$ cat config.mk
export PLATFORM = sky130hd
export DESIGN_NAME = bdeq_ctrl
export DESIGN_NICKNAME = d
export VERILOG_FILES = /design/src/rtl/bdeq_pkg.sv /design/src/rtl/bdeq_ctrl.sv
export SDC_FILE = /design/constraint.sdc
export NUM_CORES = 1
export LEC_CHECK = 0
export BUFFER_PORTS_ARGS = -buffer_cell sky130_fd_sc_hd__clkbuf_2
export CAP_MARGIN = 10
export CORE_AREA = 2 2 125 127
export CTS_BUF_LIST = sky130_fd_sc_hd__clkbuf_16
export CTS_CLUSTER_DIAMETER = 30
export DETAILED_ROUTE_END_ITERATION = 16
export DIE_AREA = 0 0 127 129
export MAX_ROUTING_LAYER = met4
export PLACE_DENSITY_LB_ADDON = 0.2
export SETUP_SLACK_MARGIN = 0.15
export SYNTH_ARGS = -nofsm -noshare
export SYNTH_HDL_FRONTEND = slang
export SYNTH_SLANG_ARGS = --single-unit
$ cat constraint.sdc
create_clock -name clk_i -period 5.4 [get_ports clk_i]
set_clock_uncertainty 0.15 [all_clocks]
set_input_delay 0.81 -clock clk_i [delete_from_list [all_inputs] [get_ports clk_i]]
set_output_delay 0.81 -clock clk_i [all_outputs]
set_load 0.005 [all_outputs]
$ cat src/rtl/bdeq_pkg.sv
// Shared types and constants for the bounded double-ended queue.
// Used by the queue controller and the top level; no dependencies.
package bdeq_pkg;

  localparam int unsigned CmdW  = 3;
  localparam int unsigned DataW = 32;
  localparam int unsigned CapW  = 11;

  localparam logic [CapW-1:0]  CapReset  = 11'd1024;
  localparam logic [DataW-1:0] EmptyWord = '1;

  typedef enum logic [CmdW-1:0] {
    CMD_PUSH_FRONT = 3'd0,
    CMD_PUSH_REAR  = 3'd1,
    CMD_POP_FRONT  = 3'd2,
    CMD_POP_REAR   = 3'd3,
    CMD_STATUS     = 3'd4
  } cmd_e;

  // Result of one command, as handed from the controller to the output stage
  typedef struct packed {
    logic              ok;
    logic [DataW-1:0]  front_value;
    logic [DataW-1:0]  rear_value;
    logic              is_empty;
    logic              is_full;
  } res_t;

endpackage

$ cat src/rtl/bdeq_ctrl.sv
// Queue controller: head index, entry count, cached front and rear entries,
// and the ring memory access sequence. Depends on bdeq_pkg.
module bdeq_ctrl #(
  parameter int unsigned MaxDepth = 1024
) (
  input  logic                          clk_i,
  input  logic                          rst_ni,
  input  logic [bdeq_pkg::CapW-1:0]     cap_i,
  input  logic                          cmd_valid_i,
  output logic                          cmd_ready_o,
  input  logic [bdeq_pkg::CmdW-1:0]     cmd_i,
  input  logic [bdeq_pkg::DataW-1:0]    value_i,
  input  logic                          out_free_i,
  output logic                          res_valid_o,
  output bdeq_pkg::res_t                res_o,
  output logic                          ram_we_o,
  output logic [$clog2(MaxDepth)-1:0]   ram_waddr_o,
  output logic [bdeq_pkg::DataW-1:0]    ram_wdata_o,
  output logic                          ram_re_o,
  output logic [$clog2(MaxDepth)-1:0]   ram_raddr_o,
  input  logic [bdeq_pkg::DataW-1:0]    ram_rdata_i
);
  import bdeq_pkg::*;

  localparam int unsigned AW   = $clog2(MaxDepth);
  localparam int unsigned SumW = AW + 1;
  localparam int unsigned CntW = $clog2(MaxDepth + 1);
  localparam int unsigned CmpW = (CntW > CapW) ? CntW : CapW;

  localparam logic [AW-1:0]   LastSlot = AW'(MaxDepth - 1);
  localparam logic [SumW-1:0] DepthSum = SumW'(MaxDepth);
  localparam logic [CmpW-1:0] DepthCmp = CmpW'(MaxDepth);
  localparam logic [CntW-1:0] MaxCnt   = CntW'(MaxDepth);

  typedef enum logic [1:0] {
    ST_IDLE = 2'b01,
    ST_READ = 2'b10
  } state_e;

  state_e             state_q, state_d;
  logic [AW-1:0]      head_q, head_d;
  logic [CntW-1:0]    cnt_q, cnt_d;
  logic [DataW-1:0]   front_q, front_d;
  logic [DataW-1:0]   rear_q, rear_d;
  logic               ok_q, ok_d;
  logic               rd_front_q, rd_front_d;

  logic [CmpW-1:0]    cap_x;
  logic [CmpW-1:0]    eff_cap;
  logic               full;
  logic               empty;
  logic               accept;
  logic [AW-1:0]      head_dec;

  // (head + offset) wrapped into the ring; offset stays below MaxDepth
  function automatic logic [AW-1:0] ring_slot(logic [AW-1:0] head, logic [SumW-1:0] offset);
    logic [SumW-1:0] sum;
    sum = {1'b0, head} + offset;
    if (sum >= DepthSum) begin
      sum = sum - DepthSum;
    end
    return sum[AW-1:0];
  endfunction

  // Saturate the capacity register to 1..MaxDepth
  always_comb begin
    cap_x   = CmpW'(cap_i);
    eff_cap = cap_x;
    if (cap_x == '0) begin
      eff_cap = CmpW'(1);
    end else if (cap_x > DepthCmp) begin
      eff_cap = DepthCmp;
    end
  end

  assign full        = CmpW'(cnt_q) >= eff_cap;
  assign empty       = (cnt_q == '0);
  assign cmd_ready_o = (state_q == ST_IDLE) && out_free_i;
  assign accept      = cmd_valid_i && cmd_ready_o;
  assign head_dec    = (head_q == '0) ? LastSlot : head_q - 1'b1;
  assign ram_wdata_o = value_i;

  always_comb begin
    state_d     = state_q;
    head_d      = head_q;
    cnt_d       = cnt_q;
    front_d     = front_q;
    rear_d      = rear_q;
    ok_d        = ok_q;
    rd_front_d  = rd_front_q;
    ram_we_o    = 1'b0;
    ram_waddr_o = head_dec;
    ram_re_o    = 1'b0;
    ram_raddr_o = ring_slot(head_q, SumW'(1));
    res_valid_o = 1'b0;

    case (state_q)
      ST_IDLE: begin
        if (accept) begin
          ok_d = 1'b0;
          case (cmd_e'(cmd_i))
            CMD_PUSH_FRONT: begin
              if (!full) begin
                head_d      = head_dec;
                cnt_d       = cnt_q + 1'b1;
                ram_we_o    = 1'b1;
                ram_waddr_o = head_dec;
                front_d     = value_i;
                if (empty) begin
                  rear_d = value_i;
                end
                ok_d = 1'b1;
              end
            end
            CMD_PUSH_REAR: begin
              if (!full) begin
                cnt_d       = cnt_q + 1'b1;
                ram_we_o    = 1'b1;
                ram_waddr_o = ring_slot(head_q, SumW'(cnt_q));
                rear_d      = value_i;
                if (empty) begin
                  front_d = value_i;
                end
                ok_d = 1'b1;
              end
            end
            CMD_POP_FRONT: begin
              if (!empty) begin
                head_d = ring_slot(head_q, SumW'(1));
                cnt_d  = cnt_q - 1'b1;
                ok_d   = 1'b1;
                // one entry left: it is the cached rear; more: fetch the new front
                if (cnt_q == CntW'(2)) begin
                  front_d = rear_q;
                end else if (cnt_q > CntW'(2)) begin
                  ram_re_o    = 1'b1;
                  ram_raddr_o = ring_slot(head_q, SumW'(1));
                  rd_front_d  = 1'b1;
                  state_d     = ST_READ;
                end
              end
            end
            CMD_POP_REAR: begin
              if (!empty) begin
                cnt_d = cnt_q - 1'b1;
                ok_d  = 1'b1;
                if (cnt_q == CntW'(2)) begin
                  rear_d = front_q;
                end else if (cnt_q > CntW'(2)) begin
                  ram_re_o    = 1'b1;
                  ram_raddr_o = ring_slot(head_q, SumW'(cnt_q - CntW'(2)));
                  rd_front_d  = 1'b0;
                  state_d     = ST_READ;
                end
              end
            end
            CMD_STATUS: begin
              ok_d = 1'b1;
            end
            default: begin
              ok_d = 1'b0;
            end
          endcase
          res_valid_o = (state_d == ST_IDLE);
        end
      end
      ST_READ: begin
        if (rd_front_q) begin
          front_d = ram_rdata_i;
        end else begin
          rear_d = ram_rdata_i;
        end
        res_valid_o = 1'b1;
        state_d     = ST_IDLE;
      end
      default: begin
        state_d = ST_IDLE;
      end
    endcase
  end

  always_comb begin
    res_o.ok          = ok_d;
    res_o.is_empty    = (cnt_d == '0);
    res_o.is_full     = CmpW'(cnt_d) >= eff_cap;
    res_o.front_value = (cnt_d == '0) ? EmptyWord : front_d;
    res_o.rear_value  = (cnt_d == '0) ? EmptyWord : rear_d;
  end

  always_ff @(posedge clk_i or negedge rst_ni) begin
    if (!rst_ni) begin
      state_q    <= ST_IDLE;
      head_q     <= '0;
      cnt_q      <= '0;
      ok_q       <= 1'b0;
      rd_front_q <= 1'b0;
    end else begin
      state_q    <= state_d;
      head_q     <= head_d;
      cnt_q      <= cnt_d;
      ok_q       <= ok_d;
      rd_front_q <= rd_front_d;
    end
  end

  always_ff @(posedge clk_i) begin
    front_q <= front_d;
    rear_q  <= rear_d;
  end

  a_cnt_bound: assert property (@(posedge clk_i) disable iff (!rst_ni)
    cnt_q <= MaxCnt) else $error("entry count exceeds ring depth");

  a_read_issued: assert property (@(posedge clk_i) disable iff (!rst_ni)
    state_q == ST_READ |-> $past(ram_re_o)) else $error("read state without memory read");

  a_no_rw_overlap: assert property (@(posedge clk_i) disable iff (!rst_ni)
    ram_we_o |-> !ram_re_o) else $error("ring write and read in the same cycle");

  a_result_slot: assert property (@(posedge clk_i) disable iff (!rst_ni)
    res_valid_o |-> out_free_i) else $error("result produced while output register busy");

endmodule

After elaboration in Yosys (flattened, before gate mapping) --
Index checks and enable logic that the tools add are counted.
Storage, ports and cells: register bits after elaboration 89, latch bits 0, memory bits (writable) 0, ROM bits 0, input bits 82, output and inout bits 123, memories 0
Cells by class: $add $sub $neg 10, $mul 0, divide/modulo/power cells 0, $lt $le $gt $ge 7, equality and inequality tests 16, shift operators 0, multiplexer cells 75, bitwise operators 0, reduce and logical (&&, ||, !) cells 13
Operator list (count):
- 2-to-1 mux 32 bit | 16
- case mux 32 bit (3 select lines) | 2
- 2-to-1 mux 10 bit | 16
- case mux 32 bit (2 select lines) | 2
- 2-to-1 mux 11 bit | 6
- subtractor 10 x 1 -> 10 bit (second input constant) | 4
- >= comparator 11 bit (second input constant) | 3
- zero test 11 bit | 3
- adder 10 x 11 -> 11 bit | 2
- >= comparator 11 bit | 2
- case mux 11 bit (2 select lines) | 1
- 2-to-1 mux 1 bit | 20
- case mux 10 bit (2 select lines) | 1
- 2-to-1 mux 2 bit | 8
- inequality test 2 bit (second input constant) | 8
- adder 10 x 1 -> 11 bit (second input constant) | 1
- adder 11 x 1 -> 11 bit (second input constant) | 1
- equality test 11 x 2 -> 1 bit (second input constant) | 1
- > comparator 11 bit (second input constant) | 1
- > comparator 11 x 2 -> 1 bit (second input constant) | 1
- subtractor 11 x 1 -> 11 bit (second input constant) | 1
- subtractor 11 x 2 -> 11 bit (second input constant) | 1
- zero test 10 bit | 1
- AND reduction 9 bit | 1
- other kinds (12) | 18

Logic depth before layout (Yosys ltp) --
Gate-level depths: netlist of the first run.
word-level depth 10, gate-level depth with buffers 21

Least setup slack after synthesis of the first run --
OpenSTA, ideal clock, no wires.
path type input port to output port, start point input cap_i[6] in the netlist's numbering, end point output res_o[0] in the netlist's numbering, data arrival time 3987 ps, required time 4440 ps, path slack 453 ps, stages 21, path through nor4_1 > a31oi_1 > nor2_1 > ha_1 > nor2b_1 > o21ai_1 > a31oi_4 > a21oi_1 > a211oi_2 > xnor2_1 > inv_1 > ha_1 > nand2b_1 > a21o_1 > a21oi_1 > nor2b_1 > o21ai_0 > a21oi_1 > o211ai_1 > a21oi_1 > a211o_1
RTL lines:
- from (decl) | line bdeq_ctrl.sv:8 | input logic [bdeq_pkg::CapW-1:0] cap_i,
- to (decl) | line bdeq_ctrl.sv:15 | output bdeq_pkg::res_t res_o,

==> qor.csv, run 1 <==
metric,value,unit
Core ar.,15000,sq um
WHS,0.346,ns
HPWL after DPL,19.0,mm
Final setup viols,0,
total leakage power,4.53,nW
die height,129,microns
global route overflow,0,
H-tree levels,3,
number of synthesized flops with an enable pin,0,
synthesis-to-layout area growth,17.9,%
GR Util All Layers,32.8,%
worst skew pair latency,0.35,ns
PwrDens,461,nW/um^2
first-pass GRT wire length,42.1,mm
area of placed instances,9100,sq um
clk root buf,clkbuf_16,
final hold violations,0,
crit end category,primary output,
CTS Buffer Depth,2,
GRT met3 Usage,4.49,%
DRC Markers,0,
Final period util,98.2,%
Global Route met1 Usage,45.0,%
largest net degree at the start of global routing,66,
ratio of cells with drive above 1 in the final layout,23.3,%
Critical Path RT,4.44,ns
normalized max-slew margin,34.1,%
met2 usage,49.1,%
Synth Register Bits,89,
die width,127,microns
WP data arrival,4.35,ns
Peak Freq,188,MHz
worst hold path type,flop to flop,
Final Power,4.42,mW
n_diodes,0,
Most used DFF post-synth,dfxtp_1,
Num CTS Buffers,9,
register area share after synthesis,23.5,%
CP Cell Sequence,buf_8 -> nor4_4 -> a31oi_1 -> nor2_1 -> ha_1 -> nor2b_2 -> o21ai_2 -> a31oi_4 -> a21oi_2 -> a211oi_2 -> xnor2_1 -> inv_1 -> ha_1 -> nand2b_4 -> a21o_1 -> a21oi_2 -> nor2b_1 -> o21ai_1 -> a21oi_1 -> o211ai_1 -> a21oi_1 -> a211o_1 -> clkbuf_2,
initial antenna violation count,0,
max incr delay on CP,0.28,ns
mean post-synth cell area,7.07,sq um
I/O pin cnt,205,
Worst Max-Slew Pin Slew,0.985,ns
GRT Max-Usage Layer,met2,
Routed Antenna Nets,0,
drt first-iter violations,971,
Critical Path Start Type,primary input,
asr flop ratio synth,28.1,%
Crit Path Class,primary input to primary output,
vias,9132,
slowest library cell on the worst path,nor4_4,
PortBufs,204,
CTS tree,done,
r2r setup slk,1.67,ns
Placement Rows,45,
CTS sink cnt,89,
DR WL/cell,18.2,microns
"Slew Viols, Final",0,
Syn Nets,1286,
final wirelength,27.2,mm
final core occ,63.9,%
clock period minus final worst setup slack,5.31,ns
"CTS clk-pin slew, worst paths",0.07,ns
vias in the first global route,8287,
Max IR drop VDD,0.223,mV
worst-path fanout max,2,
Pre-Repair DR Iteration Count,6,
RSZ-0062 raised after global routing,true,
Gate Count Post-Synth,1148,
vias per cell,6.11,
post-synth cell types,81,
Max-Cap Viols,0,
gp weighted congestion,1.02,
status,completed,
die footprint,16400,sq um
final net count,1439,
fin area,9570,sq um
YS warnings,0,
Mapped Area,8120,sq um
Initial Util,54.2,%
-- registers in the layout, summed over array words and instances (netlist names) --
name	count
front_q	32
rear_q	32
cnt_q	11
head_q	10
state_q	2
ok_q	1
rd_front_q	1
-- metal layers --
layer,routed length [microns],part of all wire (%),vias to the layer above
li1,-,-,4339
met1,12100,45,4231
met2,11900,44,477
met3,2160,8.0,85
met4,941,3.5,0
met5,0,0,-
-- cell families after synthesis --
group,count (synthesis),share of synthesized area [%]
flops,89,23.5
mux,2,0.262
xor+xnor,39,4.21
compound gates,376,29.3
fa+ha+maj,56,8.81
buf+inv,176,10.3
simple gates,410,23.6
-- cell usage in the layout (no fill, tap or decap), types with 32 or more instances in the layout --
cell type    n
nor2_1      81
inv_1       62
clkbuf_2   202
buf_4       47
dfxtp_1     64
nand2_1    183
nand3_1     32
ha_1        54
o21ai_0     73
a21oi_1    148
nand2b_1    45
xnor2_1     33
a221o_1     34
-- synthesized netlist by cell type, drive strengths merged, types with 2 or more instances --
| cell type | instances | area share [%] |
|---|---|---|
| o21ai | 80 | 4.9 |
| ha | 54 | 8.3 |
| inv | 64 | 3.0 |
| a31o | 2 | 0.22 |
| a22oi | 29 | 2.7 |
| nand2 | 184 | 8.5 |
| a21oi | 151 | 9.4 |
| nand2b | 47 | 3.6 |
| and3 | 9 | 0.69 |
| a21o | 6 | 0.55 |
| a221o | 34 | 4.2 |
| dfxtp | 64 | 16 |
| or4 | 3 | 0.28 |
| o21a | 5 | 0.46 |
| o311ai | 2 | 0.22 |
| o31ai | 5 | 0.46 |
| nand4 | 8 | 0.62 |
| a211o | 2 | 0.22 |
| nor3 | 11 | 0.80 |
| nor2 | 83 | 3.8 |
| a41oi | 2 | 0.22 |
| nor2b | 4 | 0.31 |
| and4 | 2 | 0.22 |
| dfrtp | 24 | 7.4 |
| nor3b | 2 | 0.25 |
| and2 | 4 | 0.31 |
| or3 | 5 | 0.39 |
| a2111oi | 2 | 0.29 |
| a211oi | 3 | 0.34 |
| a31oi | 26 | 2.2 |
| a221oi | 2 | 0.29 |
| clkbuf | 52 | 2.4 |
| o21bai | 2 | 0.18 |
| xnor2 | 33 | 3.6 |
| or2 | 3 | 0.26 |
| o2111ai | 2 | 0.22 |
| o22ai | 3 | 0.31 |
| o211ai | 3 | 0.28 |
| nor4 | 11 | 1.3 |
| nand3 | 33 | 2.1 |
| fa | 2 | 0.49 |
| o41ai | 4 | 0.52 |
| xor2 | 6 | 0.65 |
| buf | 59 | 4.9 |
-- through the flow --
| stage | cells | setup WS, ns | setup TNS [ns] |
|---|---|---|---|
| finish | 1494 | 0.0949 | 0 |
| detailed placement | 1467 | -0.00395 | -0.00395 |
| global route | 1494 | -0.153 | -0.153 |
| CTS | 1491 | 0.165 | 0 |
| floorplan | 1148 | 0.453 | 0 |
| global placement | 1467 | 0.0554 | 0 |
-- final timing paths --
path                            startpoint         end  cells after the start
worst min register to register  rear_q[11]  rear_q[11]                      2
worst min-delay path            rear_q[11]  rear_q[11]                      2
min in group asynchronous           rst_ni    cnt_q[7]                      1
max in group asynchronous           rst_ni   head_q[3]                      1
worst max-delay path              cap_i[9]    res_o[0]                     23
worst max register to register    cnt_q[0]  rear_q[13]                     12
-- what timing repair did --
item / 4_1_cts / 5_1_grt
pin swaps: 3 / 18
hold buffers: 0 / 0
setup endpoints to repair: 1 / 66
buffers inserted: 8 / 2
gates cloned: 0 / 1
gates resized for setup: 5 / 16
-- worst max-delay path: cells and delay by family --
family	cells	cell delay, ns
buffers and inverters	3	0.28
adder cells (fa/ha/maj)	2	0.53
XOR/XNOR	1	0.18
AO/OA/AOI/OAI	12	1.79
AND/OR/NAND/NOR	5	0.75
-- area by class of cell --
cell class	instances	area [sq um]
clock buffers	9	225
clock inverters	7	73.8
fillers	1418	5400
inverters	65	244
multi-input cells	883	5450
flip-flops and latches	89	1910
well taps	188	235
repair buffers	253	1440
-- where the power goes --
group / total [mW] / internal, mW / leakage, nW / switching, mW
sequential: 1.08 / 0.852 / 0.802 / 0.223
combinational: 2.69 / 1.10 / 3.59 / 1.59
clock: 0.655 / 0.363 / 0.145 / 0.292
total: 4.42 / 2.31 / 4.53 / 2.11
(Power assumes the default switching activity.)
==> run 2, diff against run 1 <==
PLACE_DENSITY = 0.78   (was not set)
PLACE_DENSITY_LB_ADDON = not set   (was 0.2)
==> run 2 against run 1 <==
Against the previous run:
- sequential cell count stayed put
- worst setup slack got worse by 0.032 ns
- register-to-register slack barely moved
- count of clock-buffer cells in the layout did not move
- sequential power is essentially flat
- sequential share of layout area about the same
- first-iteration DRC count fell by 2.2%
- utilization grew 0.075 points
- critical path type unchanged
- critical endpoint unchanged
- largest cell class unchanged
==> qor.csv, run 2 (synthesis gave the netlist of run 1 again) <==
metric,value,unit,change
status,completed,,
die width,127,microns,unchanged
"most common cell after layout, fill and taps aside",clkbuf_2,,
initial antenna violation count,0,,unchanged
largest registers,"front_q: 32 flops, rear_q: 32 flops, cnt_q: 11 flops",,
drt first-iter violations,950,,-2.2%
CTS Buffer Depth,2,,unchanged
worst-path fanout max,2,,unchanged
max incr delay on CP,0.27,ns,about the same
Routed Antenna Nets,0,,unchanged
final core occ,64.0,%,+0.075 points
vias,9223,,+1.0%
vias in the first global route,8547,,+3.1%
die height,129,microns,unchanged
Initial Util,54.2,%,unchanged
Critical Path Start Type,primary input,,
"CP delay by family, top",compound AO/OA/AOI/OAI gates,,
DRC Markers,0,,unchanged
most frequent cells in the layout,"201 x clkbuf_2, 183 x nand2_1, 148 x a21oi_1",,
largest net degree at the start of global routing,66,,unchanged
worst skew pair latency,0.36,ns,about the same
RSZ-0062 raised after global routing,true,,
final wirelength,27.2,mm,+0.17%
WHS,0.340,ns,-0.00571 ns
CTS tree,done,,
worst r2r src,cnt_q[0],,
CP Cell Sequence,buf_8 -> nor4_4 -> a31oi_1 -> nor2_1 -> ha_1 -> nor2b_1 -> o21ai_2 -> a31oi_4 -> a21oi_2 -> a211oi_2 -> xnor2_1 -> inv_1 -> ha_4 -> nand2b_4 -> a21o_1 -> a21oi_2 -> nor2b_1 -> o21ai_1 -> a21oi_1 -> o211ai_1 -> a21oi_1 -> a211o_1 -> clkbuf_2,,
WP buf/inv,3,,unchanged
Core ar.,15000,sq um,unchanged
worst hold path type,flop to flop,,
PwrDens,459,nW/um^2,-0.43%
Critical Path RT,4.44,ns,about the same
Max IR drop VDD,0.325,mV,+46%
PortBufs,204,,unchanged
DP Worst Slack,0.0685,ns,+0.0724 ns
die footprint,16400,sq um,unchanged
Peak Freq,187,MHz,-0.59%
final net count,1439,,unchanged
clock period minus final worst setup slack,5.34,ns,+0.0317 ns
fin worst setup slack,0.0632,ns,-0.0317 ns
GR Util All Layers,33.3,%,+0.54 points
Crit Path Class,primary input to primary output,,
"Slew Viols, Final",0,,unchanged
CTS sink cnt,89,,unchanged
Setup crit start,cap_i[9],,
Max-Cap Viols,0,,unchanged
vias per cell,6.17,,+1.0%
WP data arrival,4.38,ns,+0.03 ns
gp weighted congestion,0.920,,-9.9%
first-pass GRT wire length,42.9,mm,+1.9%
Final Power,4.40,mW,-0.32%
Final setup viols,0,,unchanged
Final period util,98.8,%,+0.59 points
normalized max-slew margin,32.3,%,-1.8 points
crit end category,primary output,,
DR WL/cell,18.2,microns,+0.17%
I/O pin cnt,205,,unchanged
HPWL after DPL,19.2,mm,+1.3%
synthesis-to-layout area growth,18.0,%,
Pre-Repair DR Iteration Count,6,,unchanged
n_diodes,0,,unchanged
total leakage power,4.54,nW,+0.11%
hold path start,rear_q[6],,
final hold violations,0,,unchanged
setup total negative slack,0,ns,unchanged
clk root buf,clkbuf_16,,
Num CTS Buffers,9,,unchanged
ratio of cells with drive above 1 in the final layout,23.6,%,+0.31 points
global route overflow,0,,unchanged
slowest library cell on the worst path,a211oi_2,,
"CTS clk-pin slew, worst paths",0.07,ns,about the same
Worst Max-Slew Pin Slew,1.01,ns,+0.0257 ns
H-tree levels,3,,unchanged
Placement Rows,45,,unchanged
run 2: stage by stage:
stage          instances  instance area [sq um]
5_1_grt             1494                   9590
6_report            1494                   9590
4_1_cts             1491                   9460
3_3_place_gp        1465                   9090
3_5_place_dp        1465                   9090
2_1_floorplan       1148                   8120
run 2: power breakdown:
part,switching [mW],total (mW),internal [mW]
clock network,0.291,0.650,0.359
registers,0.216,1.07,0.852
logic,1.58,2.68,1.10
total,2.09,4.40,2.32
run 2: metal layers:
| metal | vias up | wire (microns) | GRT usage, % |
|---|---|---|---|
| met5 | - | 0 | - |
| met4 | 0 | 828 | 14.1 |
| met3 | 76 | 2500 | 5.36 |
| met2 | 540 | 13100 | 54.3 |
| met1 | 4254 | 10800 | 41.2 |
| li1 | 4353 | - | - |
run 2: worst reg2reg max path, delay by kind of cell, from the launching register on:
family,cells,cell delay [ns]
DFF,1,0.50
and+or+nand+nor,6,1.60
AOI/OAI and AO/OA,2,0.42
adders and majority gates,1,0.29
buffers and inverters,3,0.64
run 2: cell type report:
| cell class | instances | area (sq um) |
|---|---|---|
| well taps | 188 | 235 |
| fillers | 1366 | 5390 |
| inverters | 65 | 248 |
| flip-flops and latches | 89 | 1910 |
| repair buffers | 253 | 1420 |
| clock inverters | 7 | 68.8 |
| clock buffers | 9 | 225 |
| multi-input cells | 883 | 5480 |
run 2: what timing repair did:
item                                    4_1_cts  5_1_grt
endpoints found under the setup margin        1       65
hold buffers                                  0        0
buffers inserted                             10        3
pin swaps                                     4       19
resized for setup                             2       21
run 2: worst paths after layout:
check / end / slack, ns / cells past startpoint
hold reg to reg: rear_q[6] / 0.34 / 2
min in group asynchronous: cnt_q[5] / 0.36 / 1
setup / recovery: res_o[0] / 0.06 / 23
max in group asynchronous: state_q[1] / 4.27 / 1
hold / removal: rear_q[6] / 0.34 / 2
setup reg to reg: rear_q[19] / 1.67 / 12
==> run 3, diff against run 2 <==
ABC_AREA = 1   (was not set)
CORE_AREA = 2 2 159 161   (was 2 2 125 127)
DIE_AREA = 0 0 161 163   (was 0 0 127 129)
PLACE_DENSITY = 0.69   (was 0.78)
==> run 3 against run 2 <==
Against the previous run:
- area after synthesis is 49% higher
- clock power is 1% higher
- final cell count is 83% higher
- critical path type unchanged
- largest power group unchanged
==> qor.csv, run 3 <==
metric,value,unit,change
status,completed,,
sequential share of power,15.2,%,-9.0 points
Worst Max-Slew Pin Slew,1.02,ns,+0.0112 ns
die width,161,microns,+27%
CTS tree,done,,
DR WL/cell,15.2,microns,-17%
drt first-iter violations,1401,,+47%
YS warnings,0,,unchanged
number of fill cells,2622,,+92%
GR Util All Layers,31.1,%,-2.2 points
most instantiated library cell after synthesis,nand2_1,,
post-synth cell types,50,,-38%
final hold violations,0,,unchanged
total leakage power,7.83,nW,+73%
WP data arrival,4.38,ns,about the same
die footprint,26200,sq um,+60%
register area share after synthesis,15.7,%,-7.8 points
Num CTS Buffers,9,,unchanged
leading area contributor after synthesis,nand2_1,,
final core occ,55.3,%,-8.7 points
Syn Nets,2440,,+90%
vias in the first global route,12632,,+48%
Gate power share,77.6,%,+17 points
initial antenna violation count,2,,+2
Initial Util,49.1,%,-5.1 points
HPWL after DPL,27.2,mm,+42%
Clk network pwr share,7.2,%,-7.6 points
CTS sink cnt,89,,unchanged
Mapped Area,12100,sq um,+49%
vias,14629,,+59%
Reg area,1910,sq um,about the same
Most used DFF post-synth,dfxtp_1,,
CTS Buffer Depth,2,,unchanged
largest net degree at the start of global routing,161,,+140%
Final period util,99.0,%,+0.15 points
Routed Antenna Nets,0,,unchanged
synth cell count leaders,"880 x nand2_1, 321 x inv_1, 256 x a21oi_1, 193 x o21ai_0, 114 x nor2_1",,
DRC Markers,0,,unchanged
clock period minus final worst setup slack,5.34,ns,+0.00802 ns
Placement Rows,58,,+29%
Critical Path Start Type,primary input,,
"Slew Viols, Final",0,,unchanged
most frequent cells in the layout,"864 x nand2_1, 315 x inv_1, 252 x a21oi_1",,
"most common cell after layout, fill and taps aside",nand2_1,,
Synth Register Bits,89,,unchanged
worst skew pair latency,0.37,ns,about the same
clk root buf,clkbuf_16,,
Gate Count Post-Synth,2302,,+100%
PortBufs,204,,unchanged
RSZ-0062 raised after global routing,true,,
"CTS clk-pin slew, worst paths",0.07,ns,about the same
worst-path fanout max,6,,+4
top-area cell type share of the netlist area,27.3,%,+11 points
Core ar.,24700,sq um,+65%
Final setup viols,0,,unchanged
number of synthesized flops with an enable pin,0,,unchanged
worst hold path type,primary input to async pin,,
ratio of cells with drive above 1 in the final layout,14.0,%,-9.6 points
final wirelength,41.4,mm,+52%
Max IR drop VDD,0.536,mV,+65%
Peak Freq,187,MHz,-0.15%
Critical Path RT,4.44,ns,about the same
"Hold-fix buffers, CTS",0,,unchanged
die height,163,microns,+26%
vias per cell,5.36,,-13%
largest registers,"front_q: 32 flops, rear_q: 32 flops, cnt_q: 11 flops",,
dominant cells by area after synthesis,"nand2_1 27%, a21oi_1 11%, dfxtp_1 11%, inv_1 9.9%, o21ai_0 8.0%",,
crit end category,primary output,,
H-tree levels,3,,unchanged
mean post-synth cell area,5.27,sq um,-26%
Sw Share,56.7,%,+9.3 points
final net count,2528,,+76%
global route overflow,0,,unchanged
I/O pin cnt,205,,unchanged
Final Power,9.16,mW,+110%
Int Power,3.96,mW,+71%
first-pass GRT wire length,64.4,mm,+50%
Max-Cap Viols,0,,unchanged
Crit Path Class,primary input to primary output,,
WHS,0.340,ns,-0.000309 ns
gp weighted congestion,0.972,,+5.6%
area of the multi-input gates,8420,sq um,+54%
PwrDens,671,nW/um^2,+46%
Pre-Repair DR Iteration Count,6,,unchanged
Psw,5.19,mW,+150%
synthesis-to-layout area growth,12.6,%,
normalized max-slew margin,31.9,%,-0.45 points
asr flop ratio synth,28.1,%,unchanged
run 3: cell count changes after synthesis, moves of 47 or more:
cell | before | now
nand2_1 | 183 | 880
inv_1 | 62 | 321
o21ai_0 | 74 | 193
a21oi_1 | 150 | 256
o22ai_1 | 2 | 67
nand2b_1 | 47 | 0
run 3: power by group through the flow:
stage | sequential (mW) | clock [mW] | combinational [mW]
detailed placement | 1.38 | 0 | 6.85
global placement | 1.38 | 0 | 6.72
finish | 1.39 | 0.659 | 7.11
global route | 1.43 | 0.685 | 8.09
CTS | 1.37 | 0.668 | 6.89
floorplan | 1.24 | 0 | 4.99
run 3: final timing paths:
| path | from | to | slack [ns] | cells after the start |
|---|---|---|---|---|
| max | cap_i[9] | res_o[0] | 0.06 | 28 |
| min | rst_ni | cnt_q[3] | 0.34 | 1 |
| max reg2reg | cnt_q[0] | head_q[8] | 1.88 | 12 |
| min reg2reg | ok_q | ok_q | 0.40 | 2 |
| max in group asynchronous | rst_ni | rd_front_q | 4.25 | 1 |
| min in group clk_i | ok_q | ok_q | 0.40 | 2 |
run 3: worst max-delay path: stages:
cell and delay (ns):
buf_6 0.10, nor4_4 0.30, nand3_2 0.19, buf_4 0.18, nor2_1 0.08, o21ai_0 0.08, inv_1 0.11, ha_1 0.17
nand3b_1 0.14, nand2_2 0.09, o21ai_4 0.26, nand2_4 0.08, nand2_1 0.08, nand3_1 0.07, nand2_1 0.06, nand2_1 0.04
nand2_1 0.11, inv_2 0.06, ha_4 0.26, inv_2 0.04, o31ai_2 0.22, nand2_1 0.08, nand2_1 0.08, nand3_2 0.07
a21oi_2 0.13, nor2_1 0.06, o2111ai_1 0.26, buf_2 0.17
run 3: routing by layer:
layer	global-route usage [%]	wire (microns)	vias up
li1	-	-	7412
met3	2.62	3550	64
met1	41.9	18300	6497
met4	9.74	979	0
met2	49.7	18600	656
met5	-	0	-
run 3: final cells by class:
class | count | share of cell area, %
Multi-Input combinational cell | 1718 | 61.7
Sequential cell | 89 | 14.0
Clock buffer | 10 | 1.83
Clock inverter | 6 | 0.302
Tap cell | 330 | 3.02
Antenna cell | 2 | 0.0367
Timing Repair Buffer | 242 | 10.0
Inverter | 330 | 9.13
run 3: logic make-up after synthesis:
| kind of cell | count (synthesis) | share of synthesized area, % |
|---|---|---|
| AOI/OAI and AO/OA | 542 | 23.6 |
| xor gates and xnor gates | 29 | 2.10 |
| adders and majority gates | 56 | 5.90 |
| buffers and inverters | 496 | 17.1 |
| DFF | 89 | 15.7 |
| muxes | 2 | 0.175 |
| and+or+nand+nor | 1088 | 35.4 |
run 3: per-stage QoR:
step                std cells  setup slack, ns  cell area, sq um  setup TNS [ns]
floorplan                2302            0.742             12100               0
global placement         2699           0.0747             13000               0
detailed placement       2699          -0.0462             13000         -0.0462
CTS                      2715            0.157             13300               0
global route             2727           -0.146             13700          -0.146
finish                   2727           0.0552             13700               0
run 3: repair_timing:
action,4_1_cts,5_1_grt
hold endpoints to repair,0,0
setup endpoints to repair,23,66
setup buffers,0,9
pin swaps,0,25
resized for setup,3,59
gates cloned,0,1
